**config.mk**
```make
export PLATFORM = sky130hd
export DESIGN_NAME = nmea_fix_lock_indicator_top
export DESIGN_NICKNAME = d
export VERILOG_FILES = /design/src/hdl/nfli_pkg.sv /design/src/hdl/nfli_line.sv /design/src/hdl/nfli_status.sv /design/src/hdl/nmea_fix_lock_indicator_top.sv
export SDC_FILE = /design/constraint.sdc
export NUM_CORES = 1
export LEC_CHECK = 0
export BUFFER_PORTS_ARGS = -buffer_cell sky130_fd_sc_hd__buf_2
export CORE_MARGIN = 3
export CORE_UTILIZATION = 60
export DETAILED_ROUTE_END_ITERATION = 8
export HOLD_SLACK_MARGIN = 0.1
export PLACE_DENSITY = 0.81
export SLEW_MARGIN = 30
export SYNTH_ARGS = -nofsm -noshare
export SYNTH_HDL_FRONTEND = slang
export SYNTH_SLANG_ARGS = --single-unit
```
**constraint.sdc**
```tcl
create_clock -name clock -period 3.75 [get_ports clock]
set_input_delay 0.75 -clock clock [delete_from_list [all_inputs] [get_ports clock]]
set_output_delay 0.75 -clock clock [all_outputs]
set_load 0.02 [all_outputs]
```
**src/hdl/nfli_pkg.sv**
```systemverilog
package nfli_pkg;

   localparam int LINE_LENGTH = 128;
   localparam int POS_W       = $clog2(LINE_LENGTH);
   localparam int PREFIX_LEN  = 6;
   localparam int MODE_POS    = 9;

   localparam logic [7:0] CHAR_LF      = 8'h0A;
   localparam logic [7:0] CHAR_CR      = 8'h0D;
   localparam logic [7:0] CHAR_MODE_3D = 8'h33;

   localparam logic [10:0] SILENCE_MAX     = 11'h7FF;
   localparam logic [10:0] TIMEOUT_RESET   = 11'd1800;
   localparam logic [4:0]  BLINK_DIV_RESET = 5'd30;
   localparam logic [2:0]  SLOWDOWN_RESET  = 3'd5;

   localparam int CSR_DATA_W = 11;

   typedef enum logic [1:0] {
      CSR_TIMEOUT  = 2'd0,
      CSR_BLINK    = 2'd1,
      CSR_SLOWDOWN = 2'd2
   } csr_index_type;

   typedef enum logic [1:0] {
      FIX_LOCK   = 2'd0,
      FIX_NOLOCK = 2'd1,
      FIX_NODATA = 2'd2
   } fix_type;

   typedef enum logic [1:0] {
      LED_NONE  = 2'd0,
      LED_GREEN = 2'd1,
      LED_RED   = 2'd2
   } led_type;

   typedef enum logic {
      OP_BYTE = 1'b0,
      OP_TICK = 1'b1
   } op_type;

   typedef struct packed {
      logic       operation;
      logic [7:0] rx_byte;
   } req_item_type;

   typedef struct packed {
      logic [1:0] fix_status;
      logic [1:0] led_color;
      logic       led_lit;
      logic       good_signal;
   } rsp_item_type;

   // End of a line whose prefix matched
   typedef struct packed {
      logic done;
      logic lock;
   } line_event_type;

   function automatic logic [7:0] gsa_char(input logic [2:0] idx);
      logic [7:0] c;
      case (idx)
         3'd0:    c = 8'h24; // '$'
         3'd1:    c = 8'h47; // 'G'
         3'd2:    c = 8'h50; // 'P'
         3'd3:    c = 8'h47; // 'G'
         3'd4:    c = 8'h53; // 'S'
         3'd5:    c = 8'h41; // 'A'
         default: c = 8'h00;
      endcase
      return c;
   endfunction

endpackage

```
**src/hdl/nfli_line.sv**
```systemverilog
module nfli_line
   import nfli_pkg::*;
(
   input  logic           clock,
   input  logic           reset,
   input  logic           byte_en,
   input  logic [7:0]     rx_byte,
   output line_event_type line_event
);

   logic [POS_W-1:0] pos_ff, pos_in;
   logic             prefix_ff, prefix_in;
   logic [7:0]       mode_ff, mode_in;

   logic [POS_W:0]   pos_plus;
   logic             line_end;
   logic             prefix_ok;
   logic [7:0]       mode_next;

   always_comb begin
      pos_plus  = {1'b0, pos_ff} + (POS_W+1)'(1);
      line_end  = (pos_plus >= (POS_W+1)'(LINE_LENGTH)) ||
                  (rx_byte == CHAR_LF) || (rx_byte == CHAR_CR);
      prefix_ok = prefix_ff &&
                  !((pos_ff < POS_W'(PREFIX_LEN)) && (rx_byte != gsa_char(pos_ff[2:0])));
      mode_next = (pos_ff == POS_W'(MODE_POS)) ? rx_byte : mode_ff;

      line_event.done = byte_en && line_end && prefix_ok;
      line_event.lock = (pos_plus > (POS_W+1)'(MODE_POS)) && (mode_next == CHAR_MODE_3D);

      pos_in    = pos_ff;
      prefix_in = prefix_ff;
      mode_in   = mode_ff;
      if (byte_en) begin
         if (line_end) begin
            // restart for the next line
            pos_in    = '0;
            prefix_in = 1'b1;
            mode_in   = '0;
         end else begin
            pos_in    = pos_plus[POS_W-1:0];
            prefix_in = prefix_ok;
            mode_in   = mode_next;
         end
      end
   end

   always_ff @(posedge clock) begin
      if (reset) begin
         pos_ff    <= '0;
         prefix_ff <= 1'b1;
         mode_ff   <= '0;
      end else begin
         pos_ff    <= pos_in;
         prefix_ff <= prefix_in;
         mode_ff   <= mode_in;
      end
   end

   a_line_restart: assert property (@(posedge clock) disable iff (reset)
      (byte_en && line_event.done) |=> (pos_ff == '0 && prefix_ff && mode_ff == '0))
      else $error("line state not restarted after matching line end");

endmodule

```
**src/hdl/nfli_status.sv**
```systemverilog
module nfli_status
   import nfli_pkg::*;
(
   input  logic           clock,
   input  logic           reset,
   input  logic           tick_en,
   input  line_event_type line_event,
   input  logic [10:0]    timeout_ticks,
   input  logic [4:0]     blink_divider,
   input  logic [2:0]     nodata_slowdown,
   output rsp_item_type   status
);

   fix_type     fix_ff, fix_in;
   logic [10:0] silence_ff, silence_in;
   logic [4:0]  div_ff, div_in;
   logic        blink_ff, blink_in;
   logic [2:0]  slow_ff, slow_in;
   led_type     color_ff, color_in;
   logic        good_ff, good_in;

   logic [5:0]  div_plus;
   logic [3:0]  slow_plus;
   logic [10:0] silence_plus;

   always_comb begin
      fix_in     = fix_ff;
      silence_in = silence_ff;
      div_in     = div_ff;
      blink_in   = blink_ff;
      slow_in    = slow_ff;
      color_in   = color_ff;
      good_in    = good_ff;

      silence_plus = silence_ff + 11'd1;
      div_plus     = {1'b0, div_ff} + 6'd1;
      slow_plus    = {1'b0, slow_ff} + 4'd1;

      if (line_event.done) begin
         silence_in = '0;
         fix_in     = line_event.lock ? FIX_LOCK : FIX_NOLOCK;
         good_in    = line_event.lock;
      end

      if (tick_en) begin
         // saturate; force no-data only on the tick that hits the timeout
         if (silence_ff != SILENCE_MAX) begin
            silence_in = silence_plus;
            if (silence_plus == timeout_ticks) begin
               fix_in  = FIX_NODATA;
               good_in = 1'b0;
            end
         end
         div_in = div_plus[4:0];
         if (div_plus >= {1'b0, blink_divider}) begin
            div_in = '0;
            case (fix_in)
               FIX_LOCK: begin
                  color_in = LED_GREEN;
                  blink_in = !blink_ff;
               end
               FIX_NOLOCK: begin
                  color_in = LED_RED;
                  blink_in = !blink_ff;
               end
               default: begin
                  color_in = LED_RED;
                  slow_in  = slow_plus[2:0];
                  if (slow_plus >= {1'b0, nodata_slowdown}) begin
                     blink_in = !blink_ff;
                     slow_in  = '0;
                  end
               end
            endcase
         end
      end
   end

   always_ff @(posedge clock) begin
      if (reset) begin
         fix_ff     <= FIX_NODATA;
         silence_ff <= '0;
         div_ff     <= '0;
         blink_ff   <= 1'b0;
         slow_ff    <= '0;
         color_ff   <= LED_NONE;
         good_ff    <= 1'b0;
      end else begin
         fix_ff     <= fix_in;
         silence_ff <= silence_in;
         div_ff     <= div_in;
         blink_ff   <= blink_in;
         slow_ff    <= slow_in;
         color_ff   <= color_in;
         good_ff    <= good_in;
      end
   end

   always_comb begin
      status.fix_status  = fix_ff;
      status.led_color   = color_ff;
      status.led_lit     = blink_ff && (color_ff != LED_NONE);
      status.good_signal = good_ff;
   end

   a_good_means_lock: assert property (@(posedge clock) disable iff (reset)
      good_ff |-> (fix_ff == FIX_LOCK))
      else $error("good signal outside lock state");

   a_timeout_forces_nodata: assert property (@(posedge clock) disable iff (reset)
      (tick_en && !line_event.done && silence_ff != SILENCE_MAX &&
       silence_plus == timeout_ticks) |=> (fix_ff == FIX_NODATA && !good_ff))
      else $error("timeout did not force no-data state");

endmodule

```
**src/hdl/nmea_fix_lock_indicator_top.sv**
```systemverilog
// Watches GPS serial bytes (operation 0) and timer ticks (operation 1) and
// reports fix status and the LED drive. Each accepted item returns exactly one
// result showing the state after that item. An item is taken into an input
// register and then processed into the state registers, which also hold the
// result until it is taken, so the block sustains one item per cycle as long
// as results are taken; rsp_valid is registered with the state. Zero bytes
// are ignored but still return a result. Registers: index 0 timeout_ticks,
// 1 blink_divider, 2 nodata_slowdown; write them only while no item is in
// flight.
module nmea_fix_lock_indicator_top
   import nfli_pkg::*;
(
   input  logic                  clock,
   input  logic                  reset,
   input  logic                  req_valid,
   output logic                  req_ready,
   input  req_item_type          req_data,
   output logic                  rsp_valid,
   input  logic                  rsp_ready,
   output rsp_item_type          rsp_data,
   input  logic                  csr_write,
   input  logic [1:0]            csr_index,
   input  logic [CSR_DATA_W-1:0] csr_wdata
);

   logic           in_valid_ff, in_valid_in;
   req_item_type   in_item_ff;
   logic           rsp_valid_ff, rsp_valid_in;
   logic [10:0]    timeout_ff;
   logic [4:0]     blink_div_ff;
   logic [2:0]     slowdown_ff;

   logic           advance;
   logic           byte_en;
   logic           tick_en;
   line_event_type line_event;

   always_comb begin
      advance      = in_valid_ff && (!rsp_valid_ff || rsp_ready);
      req_ready    = !in_valid_ff || advance;
      in_valid_in  = (req_valid && req_ready) || (in_valid_ff && !advance);
      rsp_valid_in = advance || (rsp_valid_ff && !rsp_ready);
      byte_en      = advance && (in_item_ff.operation == OP_BYTE) &&
                     (in_item_ff.rx_byte != 8'h00);
      tick_en      = advance && (in_item_ff.operation == OP_TICK);
      rsp_valid    = rsp_valid_ff;
   end

   always_ff @(posedge clock) begin
      if (reset) begin
         in_valid_ff  <= 1'b0;
         rsp_valid_ff <= 1'b0;
      end else begin
         in_valid_ff  <= in_valid_in;
         rsp_valid_ff <= rsp_valid_in;
      end
   end

   always_ff @(posedge clock) begin
      if (req_valid && req_ready) begin
         in_item_ff <= req_data;
      end
   end

   always_ff @(posedge clock) begin
      if (reset) begin
         timeout_ff   <= TIMEOUT_RESET;
         blink_div_ff <= BLINK_DIV_RESET;
         slowdown_ff  <= SLOWDOWN_RESET;
      end else if (csr_write) begin
         case (csr_index_type'(csr_index))
            CSR_TIMEOUT:  timeout_ff   <= csr_wdata[10:0];
            CSR_BLINK:    blink_div_ff <= csr_wdata[4:0];
            CSR_SLOWDOWN: slowdown_ff  <= csr_wdata[2:0];
            default: ;
         endcase
      end
   end

   nfli_line u_line (
      .clock      (clock),
      .reset      (reset),
      .byte_en    (byte_en),
      .rx_byte    (in_item_ff.rx_byte),
      .line_event (line_event)
   );

   nfli_status u_status (
      .clock           (clock),
      .reset           (reset),
      .tick_en         (tick_en),
      .line_event      (line_event),
      .timeout_ticks   (timeout_ff),
      .blink_divider   (blink_div_ff),
      .nodata_slowdown (slowdown_ff),
      .status          (rsp_data)
   );

   a_advance_gives_result: assert property (@(posedge clock) disable iff (reset)
      advance |=> rsp_valid_ff)
      else $error("processed item produced no result");

endmodule
```
Word level (Yosys, flattened, before mapping):

Index checks and enable logic that the tools add are counted.

* flip-flop bits (word level): 71
* bits in latches: 0
* memory bits (writable): 0
* bits in read-only memories: 0
* input port bits: 27
* output and inout bits: 8
* memories kept: 0

* $add $sub $neg: 4
* multipliers: 0
* div/mod/pow operators: 0
* $lt $le $gt $ge: 5
* equality and inequality tests: 15
* shift operators: 0
* muxes and demuxes: 23
* bitwise gates (word level): 2
* reductions and logical operators: 39

Operators by type and width (number)
* case mux 7 bit (5 select lines): 1
* 2-to-1 mux 11 bit: 3
* == test 8 x 4 -> 1 bit (second input constant): 2
* 2-to-1 mux 8 bit: 2
* logical AND 1 bit: 13
* 2-to-1 mux 2 bit: 6
* adder 11 x 1 -> 11 bit (second input constant): 1
* == test 11 bit: 1
* inequality test 11 bit (second input constant): 1
* adder 7 x 1 -> 8 bit (second input constant): 1
* == test 8 x 6 -> 1 bit (second input constant): 1
* greater-or-equal comparator 8 bit (second input constant): 1
* > comparator 8 x 4 -> 1 bit (second input constant): 1
* 2-to-1 mux 1 bit: 8
* inequality test 8 x 7 -> 1 bit: 1
* AND reduction 2 bit: 4
* nonzero test 8 bit: 1
* == test 7 x 4 -> 1 bit (second input constant): 1
* < comparator 7 x 3 -> 1 bit (second input constant): 1
* 2-to-1 mux 7 bit: 1
* adder 5 x 1 -> 6 bit (second input constant): 1
* == test 3 x 2 -> 1 bit (second input constant): 2
* == test 3 bit (second input constant): 2
* greater-or-equal comparator 6 x 5 -> 1 bit: 1
* 15 further kinds: 31

Depth between registers and ports, before layout:

Gate-level depths: netlist (run 1).

* depth in word-level cells: 16
* depth in mapped cells: 9

By module:

Synthesis (run 1) repeated with hierarchy kept, for this count alone.

* cell total of the unflattened synthesis: 432
* area total of the unflattened synthesis: 4008.8 um^2

By module, submodules not included
* nfli_status: instances 1, cells an instance 205, area each 1745.4 um^2
* nmea_fix_lock_indicator_top: instances 1, cells an instance 103, area each 1186.1 um^2
* nfli_line: instances 1, cells an instance 124, area each 1077.3 um^2

Least setup slack after synthesis (run 1):

Ideal clock, no wire load.

* kind: register -> register
* start point: register u_line.pos_ff[0]
* end point: register u_status.slow_ff[0]
* setup time: 0.121 ns
* data arrival time: 2.491 ns
* data required time: 3.629 ns
* slack: 1.138 ns
* cell stages (with the launch flop): 10
* path buffers: 0
* cells stage by stage: dfxtp_1 > inv_1 > ha_1 > and2_1 > a2111oi_2 > xnor2_1 > o41ai_2 > a21boi_1 > o21ai_2 > mux2_4

* word-level cells in the longest chain between the ends: 16

Ends and longest elaborated chain
* start: declaration: line nfli_line.sv:11 `logic [POS_W-1:0] pos_ff, pos_in;`
* start signal: assignment: line nfli_line.sv:54 `pos_ff <= pos_in;`
* parallel branches: the longest is 8 deep, another holds adder 7 x 1 -> 8 bit
* 2-to-1 mux 2 bit (*): line nfli_status.sv:39 `if (line_event.done) begin`
* 2-to-1 mux 2 bit: line nfli_status.sv:49 `if (silence_plus == timeout_ticks) begin`
* 2-to-1 mux 2 bit (*): line nfli_status.sv:47 `if (silence_ff != SILENCE_MAX) begin`
* 2-to-1 mux 2 bit (*): line nfli_status.sv:45 `if (tick_en) begin`
* == test 2 x 1 -> 1 bit / zero test 2 bit (equally long branches): line nfli_status.sv:57 `case (fix_in)`
* OR reduction 2 bit (no line) (*)
* NOT 1 bit (no line) (*)
* AND reduction 3 bit (no line) (*)
* end signal: assignment: line nfli_status.sv:93 `slow_ff <= slow_in;`
* end: declaration: line nfli_status.sv:18 `logic [2:0] slow_ff, slow_in;`

Every way passes the cells marked *. The select of a mux whose other input is x is not followed.
A chain may end at the register's enable or synchronous reset.

Worst setup path after layout (run 1):

* start point: register u_line.pos_ff[0]
* end point: register u_status.silence_ff[0]

* word-level cells in the longest chain between the ends: 11

Ends and longest elaborated chain
* parallel branches: the longest is 7 deep, another holds adder 7 x 1 -> 8 bit
* logical AND 1 bit (*): line nfli_line.sv:28 `line_event.done = byte_en && line_end && prefix_ok;`
* 2-to-1 mux 11 bit (*): line nfli_status.sv:39
* 2-to-1 mux 11 bit: line nfli_status.sv:47
* 2-to-1 mux 11 bit (*): line nfli_status.sv:45
* end signal: assignment: line nfli_status.sv:90 `silence_ff <= silence_in;`
* end: declaration: line nfli_status.sv:15 `logic [10:0] silence_ff, silence_in;`

Every way passes the cells marked *.

==> results of run 1 <==
==> cells in the final DEF, fill, tap and decap left out, types with 3 or more instances in the layout <==
master / count
nand2_1: 65
dfxtp_1: 62
nor2_1: 46
buf_2: 34
a21oi_1: 29
o21ai_0: 22
nand3_1: 19
ha_1: 18
inv_1: 15
xnor2_1: 15
xor2_1: 10
nor3_1: 10
clkbuf_8: 9
edfxtp_1: 9
and3_1: 8
nor2b_1: 8
mux2i_1: 8
a22oi_1: 8
a31oi_1: 7
a311oi_1: 7
nand2b_1: 6
nand4_1: 5
nor3b_1: 5
and2_1: 4
a21o_1: 4
o211ai_1: 4
a211oi_1: 3
==> path summary, 6_finish.rpt <==
| path | to | slack (ns) | cells after the start |
|---|---|---|---|
| hold reg to reg | timeout_ff[4] | 0.47 | 2 |
| setup reg to reg | u_status.silence_ff[0] | 0.72 | 9 |
| setup / recovery | u_status.silence_ff[0] | 0.72 | 9 |
| hold / removal | timeout_ff[4] | 0.47 | 2 |
==> layout make-up <==
class                      instances  area share (%)
clock buffer                       9           2.870
inverter                          15           1.305
sequential                        71           35.02
timing repair buffer              36           4.291
multi-input combinational        359           52.10
clock inverter                     7           2.233
tap                               75           2.175
==> per-layer routing <==
layer / up-vias / track usage (%)
met5: - / 0
li1: 1718 / -
met3: 14 / 3.612
met1: 1652 / 34.64
met2: 126 / 37.82
met4: 0 / 8.924
==> state kept, by name (all words and copies together), names as in the netlist <==
name                 count
timeout_ff              11
u_line.mode_ff           8
in_valid_ff              1
u_status.slow_ff         3
u_status.color_ff        2
rsp_valid                1
blink_div_ff             5
u_status.good_ff         1
u_status.div_ff          5
in_item_ff               9
slowdown_ff              3
u_status.silence_ff     11
u_status.fix_ff          2
u_status.blink_ff        1
u_line.prefix_ff         1
u_line.pos_ff            7
==> worst min-delay path: stages, from the launching register on <==
cell and delay, ns:
dfxtp_1 0.32, nand2_1 0.05, a21oi_1 0.05
==> power breakdown <==
part           switching (mW)  internal, mW
registers              0.0190         0.787
clock network           0.305         0.376
logic                  0.0676        0.0461
total                   0.392          1.21
==> per-stage QoR <==
step	utilization, %	worst slack [ns]	instance area, µm²
floorplan	-	1.138	3918
global placement	66.71	0.9206	4090
detailed placement	66.80	0.7662	4095
CTS	70.39	0.7400	4315
global route	70.39	0.5220	4315
finish	70.39	0.7220	4315
==> cell families (layout without fill, tap and decap cells) <==
| family | after synthesis | in the layout | share of synthesized area (%) |
|---|---|---|---|
| adder cells (fa/ha/maj) | 18 | 18 | 5.749 |
| multiplexers | 11 | 11 | 3.002 |
| buffers and inverters | 36 | 67 | 4.152 |
| AO/OA/AOI/OAI | 109 | 109 | 18.68 |
| AND/OR/NAND/NOR | 196 | 196 | 24.24 |
| flip-flops | 71 | 71 | 38.58 |
| XOR/XNOR | 25 | 25 | 5.589 |
==> flow_metrics.py, run 1 <==
metrics = {
    "detailed_routing": {
        "routed_via_density": 6.136,
        "first_pass_iters": 5,
        "top_layer_used": "met4",
        "drc": 0,
        "post_drt_wl_per_cell_um": 15.50,
        "wl_mm": 8.867,
        "wl_met1_mm": 4.035,
        "wl_met2_mm": 4.182,
        "wl_met3_um": 533,
        "num_vias": 3510,
        "drtIter0Drc": 238,
        "antenna_left": 0,
    },
    "clocking": {
        "htree_levels": 3,
        "cts.sinks": 71,
        "cts_setup_buffers": 0,
        "ctsHoldBuffers": 0,
        "clk_path_buf_depth": 2,
        "cts-resized-gates": 0,
        "cts_tree": "yes",
        "cts-buffers-inserted": 9,
        "cts-root-buf": "clkbuf_8",
        "insertion_delay_ns": 0.34,
        "clk_pin_slew_worst_paths_ns": 0.08,
    },
    "pwr": {
        "leakage_nw": 1.707,
        "power_density_mw_per_mm2": 371.0,
        "max-vdd-ir-drop_mv": 0.3274,
        "total_power_mw": 1.601,
    },
    "die": {
        "core_region_area_mm2": 0.006131,
        "dieArea_mm2": 0.007535,
        "initial_core_util_pct": 63.90,
        "boundaryPins": 35,
        "row_count": 28,
        "die_h_um": 86.81,
        "die_w_um": 86.81,
    },
    "yosys": {
        "synth_warnings": 0,
        "postSynthAreaPerCell_um2": 8.407,
        "synth_area_leader_cell": "dfxtp_1",
        "synth_seq_area_share_pct": 38.58,
        "synth_top_area_share_pct": 31.68,
        "synth_edf_count": 9,
        "synth_commonest_cells": "65 x nand2_1, 62 x dfxtp_1, 46 x nor2_1, 29 x a21oi_1, 22 x o21ai_0",
        "synth.net_count": 511,
        "synth.distinct_cells": 65,
        "ys_ff_latch": 71,
        "netlist_area_mm2": 0.003918,
        "synthFlopType": "dfxtp_1",
        "yosysMostFrequentCell": "nand2_1",
        "synthCells": 466,
        "synthTopCellsByArea": "dfxtp_1 32%, edfxtp_1 6.9%, nand2_1 6.2%",
        "async_flop_share_pct": 0,
    },
    "sta": {
        "fmax_ghz": 0.3303,
        "skew_ns": 0.01034,
        "slew_headroom_pct": 40.75,
        "hold_slack_ns": 0.4716,
        "fin_setup_tns_ns": 0,
        "setup_viol": 0,
        "worst_pin_slew_ns": 0.8868,
        "period_share_pct": 80.75,
        "final_max_slew_viol_count": 0,
        "hold_viol": 0,
        "period_minus_slack_ns": 3.028,
        "rsz0062_at_grt": "no",
    },
    "layout": {
        "antennaDiodeCount": 0,
        "final_cells": 572,
        "nets": 537,
        "area_growth_pct": 10.16,
        "num-fill-cells": 459,
        "multi_input_area_mm2": 0.002248,
        "seq_area_mm2": 0.001511,
        "post_route_cells_drive_above_1_share_pct": 14.08,
    },
    "critical_path": {
        "slowest_delay_ns": 0.50,
        "startpoint_type": "flip-flop",
        "cpMaxStageDelayCell": "o21ai_1",
        "critPathKind": "reg -> reg",
        "required_ns": 3.97,
        "startpoint": "u_line.pos_ff[0]",
        "worstPathCellList": "inv_1, ha_1, and2_1, a2111oi_2, xnor2_1, o41a_1, o21ai_1, mux2_2, nor2_1",
        "critPathBufInv": 1,
        "cp.arrival_ns": 3.25,
        "cp-end-kind": "flip-flop",
        "path_delay_family": "compound AO/OA/AOI/OAI gates",
        "crit_path_max_fanout": 8,
        "worstReg2RegStart": "u_line.pos_ff[0]",
    },
    "global_route": {
        "grt_overflow": 0,
        "grt_usage_pct": 24.48,
        "antenna_found_initial": 0,
        "grt_start_max_net_pins": 46,
        "grt_pass1_vias": 3188,
        "grt_first_pass_wirelength_mm": 14.84,
    },
    "run": {
        "drv_cap": 0,
    },
    "min_path": {
        "min_path_type": "reg -> reg",
        "holdCritStartpoint": "timeout_ff[4]",
    },
    "placement": {
        "dp_hpwl_mm": 6.377,
        "gp_congestion": 0.8793,
        "port_buffers": 34,
        "dp.cells": 556,
    },
    "status": {
        "status": "finished clean",
    },
}
(Power assumes the default switching activity.)
==> run 2, diff against run 1 <==
Clock period 3.75 ns to 3.01 ns, I/O delays scaled along.
==> flow_metrics.py, run 2 (same netlist as run 1, synthesis figures left out) <==
metrics = {
    "critical_path": {
        "r2r_end": "u_status.slow_ff[0]",
        "critPathBufInv": 2,
        "cpMaxStageDelayCell": "dfxtp_1",
        "worstReg2RegStart": "u_line.pos_ff[1]",
        "startpoint_type": "flip-flop",
        "required_ns": 3.25,
        "slowest_delay_ns": 0.47,
        "cp-end-kind": "flip-flop",
        "critPathKind": "reg -> reg",
        "cp.arrival_ns": 3.10,
        "path_delay_family": "compound AO/OA/AOI/OAI gates",
        "r2r_slack_ns": 0.15,
        "reg2regPathDepth": 10,
        "crit_path_max_fanout": 8,
        "worstPathCellList": "inv_1, ha_1, nor2b_1, a2111oi_0, a31oi_1, o41ai_2, buf_4, a21boi_1, o21ai_2, mux2_4",
    },
    "layout": {
        "antennaDiodeCount": 0,
        "num-fill-cells": 477,
        "fin_util_pct": 71.02,
        "largestRegisters": "timeout_ff (11), u_status.silence_ff (11), in_item_ff (9)",
        "final_common_cell": "nand2_1",
        "final_cell_mix": "65 x nand2_1, 62 x dfxtp_1, 46 x nor2_1",
        "post_route_cells_drive_above_1_share_pct": 15.45,
        "area_growth_pct": 11.15,
        "nets": 545,
        "postLayoutCellArea_mm2": 0.004354,
    },
    "pwr": {
        "switching_share_pct": 25.55,
        "leakage_nw": 1.741,
        "p_clk_share_pct": 40.2,
        "switchingPower_mw": 0.4911,
        "p_int_mw": 1.431,
        "power_density_mw_per_mm2": 441.4,
        "max-vdd-ir-drop_mv": 0.3865,
        "power_frac_seq_pct": 52.3,
        "pwr-share-comb_pct": 7.5,
    },
    "detailed_routing": {
        "drc": 0,
        "post_drt_wl_per_cell_um": 15.73,
        "routed_via_density": 6.069,
        "wl_mm": 9.121,
        "drtIter0Drc": 174,
        "first_pass_iters": 5,
        "wl_met3_um": 473,
        "num_vias": 3520,
        "wl_met2_mm": 4.479,
        "top_layer_used": "met4",
        "antenna_left": 0,
        "wl_met1_mm": 3.971,
    },
    "sta": {
        "fin_setup_tns_ns": 0,
        "period_share_pct": 94.85,
        "hold_slack_ns": 0.4238,
        "skew_ns": 0.008061,
        "slew_headroom_pct": 56.53,
        "worst_pin_slew_ns": 0.6496,
        "hold_viol": 0,
        "rsz0062_at_grt": "no",
        "period_minus_slack_ns": 2.855,
        "setup_viol": 0,
        "final_max_slew_viol_count": 0,
        "fmax_ghz": 0.3503,
    },
    "clocking": {
        "clk_pin_slew_worst_paths_ns": 0.08,
        "insertion_delay_ns": 0.35,
        "cts.sinks": 71,
        "cts_tree": "yes",
        "cts-buffers-inserted": 9,
        "ctsHoldBuffers": 0,
        "cts-root-buf": "clkbuf_8",
        "clk_path_buf_depth": 2,
        "htree_levels": 3,
    },
    "min_path": {
        "holdCritStartpoint": "req_data[1]",
        "hold_depth": 1,
        "min_path_type": "in -> reg",
        "whs_endpoint": "in_item_ff[1]",
    },
    "global_route": {
        "antenna_found_initial": 0,
        "grt_start_max_net_pins": 46,
        "grt_overflow": 0,
        "grt_first_pass_wirelength_mm": 15.24,
        "grt_pass1_vias": 3328,
        "grt_usage_pct": 25.34,
    },
    "die": {
        "dieArea_mm2": 0.007535,
        "row_count": 28,
        "die_w_um": 86.81,
        "initial_core_util_pct": 63.90,
        "boundaryPins": 35,
        "die_h_um": 86.81,
        "core_region_area_mm2": 0.006131,
    },
    "placement": {
        "placed_area_mm2": 0.004143,
        "gp_congestion": 0.8741,
        "dp_hpwl_mm": 6.287,
        "port_buffers": 34,
    },
    "run": {
        "drv_cap": 0,
    },
    "status": {
        "status": "finished clean",
    },
}
run 2: cell count changes in the layout (fill, tap and decap cells not counted), sizes merged:
cell	change
buf	+8
inv	+1
bufinv	-1
run 2: power groups by stage:
stage               sequential (mW)  clock [mW]  combinational (mW)
detailed placement             1.03           0               0.142
global route                   1.01       0.837               0.162
CTS                            1.00       0.785               0.144
floorplan                      1.02           0              0.0978
finish                         1.01       0.772               0.145
global placement               1.03           0               0.136
run 2: worst max path at each step:
stage | startpoint | to | depth (start not counted)
3_5_place_dp | u_line.pos_ff[0] | u_status.slow_ff[0] | 9
2_1_floorplan | u_line.pos_ff[0] | u_status.slow_ff[0] | 9
3_3_place_gp | u_line.pos_ff[0] | u_status.slow_ff[0] | 9
6_report | u_line.pos_ff[1] | u_status.slow_ff[0] | 10
5_1_grt | u_line.pos_ff[0] | u_status.slow_ff[2] | 9
4_1_cts | u_line.pos_ff[0] | u_status.slow_ff[0] | 9
run 2: cell type report:
class                           instances  area [µm²]  area share, %
Timing Repair Buffer                   44       245.2          5.632
Clock inverter                          7       80.08          1.839
Sequential cell                        71        1511          34.71
Clock buffer                            9       123.9          2.845
Inverter                               15       56.30          1.293
Multi-Input combinational cell        359        2243          51.52
Tap cell                               75       93.84          2.155
run 2: per-stage QoR:
stage               std cells  power [mW]  setup WS [ns]
detailed placement        563       1.168         0.1085
global route              580       2.007        0.01433
global placement          563       1.161         0.2091
finish                    580       1.922         0.1550
CTS                       579       1.934         0.1015
floorplan                 466       1.116         0.3982
run 2: layer usage:
layer  up-vias  track usage (%)
met5         -                0
met4         0            8.924
met3        25            5.894
met2       107            41.20
met1      1659            32.90
li1       1729                -
run 2: repair_timing:
action	in CTS	in global routing
setup endpoints to repair	0	6
buffers inserted	0	1
resized for setup	0	0
==> run 3, diff against run 2 <==
Settings changed: ABC_AREA set to 1, SLEW_MARGIN 30 to 20.
==> flow_metrics.py, run 3 <==
metrics = {
    "status": {
        "status": "finished clean",
    },
    "critical_path": {
        "cpMostUsedCell": "nand2_1",
        "required_ns": 3.26,
        "worstPathCellList": "ha_1, ha_1, nor2_1, nand3_1, nand2_1, nand3_1, nor2_1, nand2_1, nand2_1, nand3_2, nand2_2, nand2_4, nand2_1, nand3_1, nand2_1, nor2_1",
        "cp-end-kind": "flip-flop",
        "crit_path_max_fanout": 7,
        "cp.arrival_ns": 2.56,
        "critPathBufInv": 0,
        "critPathKind": "reg -> reg",
        "startpoint_type": "flip-flop",
        "cpMaxStageDelayCell": "dfxtp_1",
        "path_delay_family": "simple AND/OR/NAND/NOR gates",
        "slowest_delay_ns": 0.37,
    },
    "clocking": {
        "clk_pin_slew_worst_paths_ns": 0.09,
        "cts-root-buf": "clkbuf_8",
        "cts_setup_buffers": 0,
        "cts_tree": "yes",
        "ctsHoldBuffers": 0,
        "cts.sinks": 71,
        "cts-buffers-inserted": 9,
        "cts-resized-gates": 0,
        "clk_path_buf_depth": 2,
        "htree_levels": 3,
        "insertion_delay_ns": 0.35,
    },
    "layout": {
        "seq_area_mm2": 0.001511,
        "num-fill-cells": 520,
        "post_route_cells_drive_above_1_share_pct": 13.18,
        "multi_input_area_mm2": 0.002052,
        "area_growth_pct": 10.67,
        "nets": 624,
        "antennaDiodeCount": 0,
        "final_common_cell": "nand2_1",
        "largestRegisters": "timeout_ff (11), u_status.silence_ff (11), in_item_ff (9)",
        "final_cell_mix": "134 x nand2_1, 69 x inv_1, 62 x dfxtp_1",
    },
    "detailed_routing": {
        "drtIter0Drc": 239,
        "first_pass_iters": 5,
        "antenna_left": 0,
        "num_vias": 3616,
        "drc": 0,
        "routed_via_density": 5.487,
        "wl_mm": 8.580,
        "post_drt_wl_per_cell_um": 13.02,
    },
    "pwr": {
        "max-vdd-ir-drop_mv": 0.3711,
        "pwr-share-comb_pct": 7.8,
        "total_power_mw": 1.900,
        "switching_share_pct": 27.89,
        "power_density_mw_per_mm2": 438.4,
        "power_frac_seq_pct": 53.0,
        "p_int_mw": 1.370,
        "leakage_nw": 1.972,
        "p_clk_share_pct": 39.2,
        "switchingPower_mw": 0.5299,
    },
    "sta": {
        "period_share_pct": 76.67,
        "period_minus_slack_ns": 2.308,
        "slew_headroom_pct": 33.71,
        "final_max_slew_viol_count": 0,
        "skew_ns": 0.01105,
        "setup_viol": 0,
        "fmax_ghz": 0.4333,
        "hold_viol": 0,
        "fin_setup_tns_ns": 0,
        "rsz0062_at_grt": "no",
        "worst_pin_slew_ns": 0.9867,
    },
    "yosys": {
        "synth_seq_area_share_pct": 38.61,
        "synth_warnings": 0,
        "yosysMostFrequentCell": "nand2_1",
        "synth_edf_count": 9,
        "synth_area_leader_cell": "dfxtp_1",
        "ys_ff_latch": 71,
        "postSynthAreaPerCell_um2": 7.210,
        "synthCells": 543,
        "synth_top_area_share_pct": 31.70,
        "async_flop_share_pct": 0,
        "netlist_area_mm2": 0.003915,
        "synth.net_count": 588,
        "synthFlopType": "dfxtp_1",
        "synth.distinct_cells": 39,
        "synthTopCellsByArea": "dfxtp_1 32%, nand2_1 13%, edfxtp_1 6.9%",
        "synth_commonest_cells": "134 x nand2_1, 69 x inv_1, 62 x dfxtp_1, 52 x nand3_1, 44 x nor2_1",
    },
    "global_route": {
        "grt_usage_pct": 24.41,
        "grt_start_max_net_pins": 33,
        "grt_first_pass_wirelength_mm": 14.59,
        "antenna_found_initial": 0,
        "grt_overflow": 0,
        "grt_pass1_vias": 3286,
    },
    "die": {
        "boundaryPins": 35,
        "dieArea_mm2": 0.007530,
        "die_w_um": 86.78,
        "die_h_um": 86.78,
        "initial_core_util_pct": 63.86,
        "row_count": 28,
        "core_region_area_mm2": 0.006131,
    },
    "min_path": {
        "min_path_type": "in -> reg",
    },
    "run": {
        "drv_cap": 0,
    },
    "placement": {
        "dp_hpwl_mm": 6.519,
        "gp_congestion": 0.9055,
        "port_buffers": 34,
    },
}
## run 3: cell count changes in the layout (fill, tap and decap cells not counted), sizes merged, moves of 7 or more
cell | before | now
and3 | 8 | 0
a21oi | 30 | 38
nor2b | 8 | 0
a311oi | 7 | 0
xnor2 | 15 | 1
nand2 | 65 | 140
buf | 44 | 37
a31oi | 7 | 0
nor3 | 11 | 4
a2bb2oi | 0 | 7
inv | 17 | 81
nand4 | 5 | 13
nand3 | 19 | 57
a22oi | 8 | 0
## run 3: path summary, 6_finish.rpt
kind	start	end	slack [ns]	depth (start not counted)
max	u_line.pos_ff[0]	u_status.blink_ff	0.70	16
min	req_data[8]	in_item_ff[8]	0.42	1
min reg2reg	u_line.mode_ff[1]	u_line.mode_ff[1]	0.47	2
max reg2reg	u_line.pos_ff[0]	u_status.blink_ff	0.70	16
## run 3: logic make-up (layout without fill, tap and decap cells)
group | count (synthesis) | count (layout) | synth area share, %
adders and majority gates | 18 | 18 | 5.753
AOI/OAI and AO/OA | 89 | 89 | 13.14
DFF | 71 | 71 | 38.61
buffers and inverters | 88 | 129 | 8.980
and+or+nand+nor | 268 | 268 | 31.10
muxes | 2 | 2 | 0.5114
xor gates and xnor gates | 7 | 7 | 1.917
## run 3: final cells by class
class,count,share of cell area (%)
flip-flops and latches,71,34.88
clock buffers,9,2.859
repair buffers,37,4.447
clock inverters,7,1.646
inverters,76,6.642
well taps,75,2.166
multi-input cells,384,47.36
## run 3: power groups by stage
| stage | registers [mW] | logic [mW] | clock network, mW |
|---|---|---|---|
| after global routing | 1.01 | 0.171 | 0.802 |
| after detailed placement | 1.03 | 0.148 | 0 |
| after global placement | 1.03 | 0.143 | 0 |
| final | 1.01 | 0.149 | 0.745 |
| after floorplan | 1.02 | 0.101 | 0 |
| after CTS | 1.01 | 0.148 | 0.759 |
## run 3: stage by stage
| step | utilization (%) | instances | worst slack [ns] | area [µm²] | hold slack (ns) |
|---|---|---|---|---|---|
| 4_1_cts | 70.67 | 659 | 0.7135 | 4333 | 0.4066 |
| 6_report | 70.67 | 659 | 0.7023 | 4333 | 0.4158 |
| 3_3_place_gp | 67.49 | 643 | 0.7730 | 4138 | 0.4464 |
| 2_1_floorplan | - | 543 | 1.032 | 3915 | 0.4307 |
| 3_5_place_dp | 67.49 | 643 | 0.6947 | 4138 | 0.4581 |
| 5_1_grt | 70.67 | 659 | 0.3849 | 4333 | 0.3961 |
## run 3: metal layers
metal / vias up / wire, µm / share of wire, % / global-route usage [%]
met4: 0 / 116 / 1.4 / 8.357
met3: 12 / 528 / 6.2 / 4.468
met5: - / 0 / 0 / 0
li1: 1854 / - / - / -
met2: 109 / 4050 / 47 / 39.64
met1: 1641 / 3885 / 45 / 32.72
